`src/bipc_pkg.sv`:
```
// Shared types, codes and constants for the block I/O pattern counter.
// Used by bipc_ctrl, bipc_dp and block_io_pattern_counter; depends on nothing.
package bipc_pkg;

  // Default depth of the device table
  localparam int unsigned TABLE_ENTRIES_DEF = 64;

  // A sector is 512 bytes
  localparam int unsigned SECTOR_SHIFT = 9;

  // Configuration register indexes
  localparam int unsigned CFG_IDX_W = 4;
  localparam logic [CFG_IDX_W-1:0] CFG_DEVICE_FILTER_ON  = CFG_IDX_W'(0);
  localparam logic [CFG_IDX_W-1:0] CFG_TARGET_DEVICE     = CFG_IDX_W'(1);
  localparam logic [CFG_IDX_W-1:0] CFG_PROCESS_FILTER_ON = CFG_IDX_W'(2);
  localparam logic [CFG_IDX_W-1:0] CFG_TARGET_PROCESS    = CFG_IDX_W'(3);

  // Operation codes of the func field
  localparam logic FUNC_COUNT = 1'b0;
  localparam logic FUNC_QUERY = 1'b1;

  // Result status codes
  typedef enum logic [1:0] {
    ST_DONE     = 2'd0,
    ST_FILTERED = 2'd1,
    ST_FULL     = 2'd2,
    ST_ABSENT   = 2'd3
  } status_code_t;

  // Result classification codes
  typedef enum logic [1:0] {
    KIND_NONE = 2'd0,
    KIND_SEQ  = 2'd1,
    KIND_RAND = 2'd2
  } kind_code_t;

  // Controller states
  typedef enum logic [2:0] {
    S_IDLE,
    S_LOOKUP,
    S_READ,
    S_UPDATE,
    S_HOLD
  } state_t;

  // Per-device counters held in the counter memory
  typedef struct packed {
    logic [63:0] last_end;
    logic [31:0] seq_cnt;
    logic [31:0] rand_cnt;
    logic [63:0] bytes;
  } entry_t;

  // Commands from controller to datapath
  typedef struct packed {
    logic capture;   // latch the incoming word
    logic lookup;    // key compare, slot choice, filter check
    logic read;      // read counters of the chosen slot
    logic write;     // write updated counters back
    logic load_out;  // load the result register
  } cmd_t;

  // Status from datapath to controller
  typedef struct packed {
    logic count_event;  // the item updates a table entry
  } sts_t;

endpackage

```
`src/bipc_ctrl.sv`:
```
// Controller state machine of the block I/O pattern counter.
// Depends on bipc_pkg; drives the datapath bipc_dp through cmd_t.
module bipc_ctrl (
  input  logic           clk,
  input  logic           rst,
  input  logic           in_valid,
  output logic           in_stall,
  output logic           out_valid,
  input  logic           out_stall,
  input  bipc_pkg::sts_t sts,
  output bipc_pkg::cmd_t cmd
);
  import bipc_pkg::*;

  state_t state, state_next;

  // State register
  always_ff @(posedge clk) begin
    if (rst) begin
      state <= S_IDLE;
    end else begin
      state <= state_next;
    end
  end

  // Next state and commands
  always_comb begin
    state_next = state;
    cmd        = '0;
    in_stall   = 1'b1;
    out_valid  = 1'b0;
    unique case (state)
      S_IDLE: begin
        in_stall = 1'b0;
        if (in_valid) begin
          cmd.capture = 1'b1;
          state_next  = S_LOOKUP;
        end
      end
      S_LOOKUP: begin
        cmd.lookup = 1'b1;
        state_next = S_READ;
      end
      S_READ: begin
        cmd.read   = 1'b1;
        state_next = S_UPDATE;
      end
      S_UPDATE: begin
        cmd.write    = sts.count_event;
        cmd.load_out = 1'b1;
        state_next   = S_HOLD;
      end
      S_HOLD: begin
        out_valid = 1'b1;
        if (!out_stall) begin
          state_next = S_IDLE;
        end
      end
      default: begin
        state_next = S_IDLE;
      end
    endcase
  end

endmodule

```
`config.mk`:
```
export PLATFORM = sky130hd
export DESIGN_NAME = bipc_ctrl
export DESIGN_NICKNAME = d
export VERILOG_FILES = /design/src/bipc_pkg.sv /design/src/bipc_ctrl.sv
export SDC_FILE = /design/constraint.sdc
export NUM_CORES = 1
export LEC_CHECK = 0
export BUFFER_PORTS_ARGS = -buffer_cell sky130_fd_sc_hd__clkbuf_2
export CORE_AREA = 2 2 39 41
export DETAILED_ROUTE_END_ITERATION = 7
export DIE_AREA = 0 0 41 43
export SKIP_LAST_GASP = 1
export SLEW_MARGIN = 5
export SYNTH_ARGS = -nofsm -noshare
export SYNTH_HDL_FRONTEND = slang
export SYNTH_SLANG_ARGS = --single-unit
```
`constraint.sdc`:
```
create_clock -name clk -period 1.1 [get_ports clk]
set_clock_uncertainty 0.2 [all_clocks]
set_input_delay 0.165 -clock clk [delete_from_list [all_inputs] [get_ports clk]]
set_output_delay 0.165 -clock clk [all_outputs]
set_load 0.05 [all_outputs]
```
==> flow_summary.toml <==
[placed_design]
dpl.hpwl_um = 366.3
routabilityCongestion = 0.5943
portBuffers = 11
pre_cts_slack_ns = -0.3450
place.detailed.instances = 51

[finish]
synthToLayoutAreaGrowth_pct = 208.3
layout.nets = 50
post_layout_nonfiller_instances = 60
fillers = 135
largestRegisters = "state x3"
regMostFlops = "state"
largest_reg_flops = 3
diodes = 0
proportion_of_layout_cells_with_a_drive_suffix_above_1_pct = 77.27

[power_and_ir_drop]
power_leakage_nw = 0.2272
vdd_drop_max_mv = 0.6854
power.density_nw_per_um2 = 1265

[sta]
postLayoutSetupSlackWorst_ns = -0.4762
fmaxAchievable_ghz = 0.6344
timing_worst_slew_pin_value_ns = 0.2108
final-setup-viol-count = 10
hold_violation_total_from_the_final_report = 0
slew_headroom_pct = 85.90
rsz_0062_raised_after_global_routing = "yes"
report.final.slew_viol_count = 0
period_minus_slack_ns = 1.576
final_min_period_over_clock_period_pct = 143.3

[worst_setup_path]
critical_path_arrival_ns = 1.21
required_ns = 0.73
type_of_element_launching_the_critical_path = "register"
ff2ff_setup_slack_ns = -0.10
critical_path.endpoint_type = "primary output"
crit_type = "register to primary output"
critPathMaxFanout = 4

[global_routing]
grt_start_max_net_pins = 5
grt_first_pass_wirelength_um = 938
global_route.overflow_total = 0
groute.usage.overall_pct = 8.434
grt_antenna_before_repair = 0
via_count_of_the_first_global_routing_pass = 230

[die]
core.rowCount = 14
core_region_area_um2 = 1384
die_height_um = 43
die_area_um2 = 1763
dieWidth_um = 41
floorplan.io_pins = 12
initial_core_util_pct = 12.03

[clock_network]
cts.sink_count = 3
clkSlewWorstSetupHoldPaths_ns = 0.04
h-tree-depth = 1
cts_tree = "yes"
root_cell_of_the_clock_tree = "sky130_fd_sc_hd__clkbuf_4"
clock_latency_ns = 0.24
cts_made_buffers = 3
clockBufferDepth = 2

[detailed_routing]
finalWirelength_um = 605
firstDrtPassIters = 2
drt-vias-per-instance = 3.867
post_drt_wl_per_cell_um = 10.08
detail_route.drc_violations = 0
antenna_left = 0
vias = 232
detailedRoute.firstIterationViolations = 2

[logic_synthesis]
synth-seq-cells = 3
post_synth_instance_area_um2 = 166.4
synth.yosys.warnings = 0
synth.yosys.seq_area_share_pct = 36.09
synth.avg_cell_area_um2 = 9.245
synthCells = 18
netlist_cell_types = 14
synth_fp_nets = 23

[flow_run]
cap_viol_max_count = 0

[worst_hold_path]
class_of_the_most_critical_hold_timing_path = "input pin to register"

[outcome]
result_of_the_run = "finished, violations left"
failing_checks = "setup timing"
[layer usage]
layer	vias up	part of all wire [%]	global-route usage [%]
li1	113	-	-
met1	108	35	8.039
met2	11	55	12.81
met3	0	9.6	6.283
met4	0	0	4.000
met5	-	0	0
[repair_timing]
action	CTS	global route
pin swaps	6	4
buffers inserted	4	1
hold buffers	2	0
resized for setup	18	10
hold endpoints to repair	2	0
endpoints found under the setup margin	8	10
[through the flow]
stage               hold WS, ns  cell area (um2)  power (mW)  util (%)  TNS [ns]
CTS                     0.03207            479.2      0.6241     34.63    -3.166
global route            0.06494            513.0      0.6920     37.07    -3.318
detailed placement       0.1926            321.6      0.3554     23.24    -1.562
global placement         0.1955            321.6      0.3553     23.24    -1.559
floorplan               0.03425            201.4      0.2911         -    -1.880
finish                  0.05679            513.0      0.6488     37.07    -2.902
[worst max-delay path, cell delays in order, from the launching register on]
cell                      delay, ns
sky130_fd_sc_hd__dfxtp_2       0.33
sky130_fd_sc_hd__or3_4         0.40
sky130_fd_sc_hd__nor2_4        0.10
sky130_fd_sc_hd__buf_8         0.15
[layout make-up]
class | instances | area (um2) | area share (%)
well taps | 16 | 20.02 | 3.902
multi-input cells | 13 | 151.4 | 29.51
repair buffers | 22 | 244.0 | 47.56
clock buffers | 4 | 26.28 | 5.122
inverters | 2 | 7.507 | 1.463
flip-flops and latches | 3 | 63.81 | 12.44
[synthesized netlist by cell type]
cell	n	area share (%)
sky130_fd_sc_hd__nor3_1	1	3.0
sky130_fd_sc_hd__dfxtp_1	3	36
sky130_fd_sc_hd__xnor2_1	1	5.3
sky130_fd_sc_hd__nor2_1	1	2.3
sky130_fd_sc_hd__nor4_1	1	3.8
sky130_fd_sc_hd__nor3b_2	1	7.5
sky130_fd_sc_hd__nor2_2	1	3.8
sky130_fd_sc_hd__or3_4	1	6.8
sky130_fd_sc_hd__nor3b_1	2	9.0
sky130_fd_sc_hd__inv_1	2	4.5
sky130_fd_sc_hd__and2_1	1	3.8
sky130_fd_sc_hd__a22o_1	1	5.3
sky130_fd_sc_hd__and3b_1	1	5.3
sky130_fd_sc_hd__nor2b_1	1	3.8
[logic make-up after synthesis]
group | Yosys count | share of synthesized area [%]
AO/OA/AOI/OAI | 1 | 5.264
XOR/XNOR | 1 | 5.264
buffers and inverters | 2 | 4.513
flip-flops | 3 | 36.09
AND/OR/NAND/NOR | 11 | 48.87
[path summary, 6_finish.rpt]
kind / start / endpoint / cells past startpoint
worst max-delay path: state[2] / cmd[4] / 3
worst min-delay path: rst / state[2] / 3
worst max register to register: state[1] / state[2] / 4
worst min register to register: state[1] / state[1] / 3
[placed cells by master (no fill, tap or decap)]
master and instances:
sky130_fd_sc_hd__clkbuf_2 4, sky130_fd_sc_hd__clkbuf_4 4, sky130_fd_sc_hd__and2_4 1, sky130_fd_sc_hd__clkbuf_1 1, sky130_fd_sc_hd__nor2b_1 1, sky130_fd_sc_hd__buf_8 4, sky130_fd_sc_hd__nor2_4 1, sky130_fd_sc_hd__and3b_2 1
sky130_fd_sc_hd__inv_1 2, sky130_fd_sc_hd__or3_4 1, sky130_fd_sc_hd__dfxtp_2 3, sky130_fd_sc_hd__nor3b_4 3, sky130_fd_sc_hd__nor4_4 1, sky130_fd_sc_hd__clkbuf_16 2, sky130_fd_sc_hd__nor2_1 1, sky130_fd_sc_hd__buf_4 4
sky130_fd_sc_hd__a22o_1 1, sky130_fd_sc_hd__xnor2_1 1, sky130_fd_sc_hd__buf_6 5, sky130_fd_sc_hd__dlygate4sd3_1 2, sky130_fd_sc_hd__nor3_1 1
[power breakdown]
part           total [mW]  switching [mW]  leakage (nW)  internal, mW
Sequential          0.134          0.0124        0.0258         0.122
Clock               0.205          0.0687        0.0150         0.137
Combinational       0.310           0.159         0.186         0.151
Power figures use the tool's default switching activity.
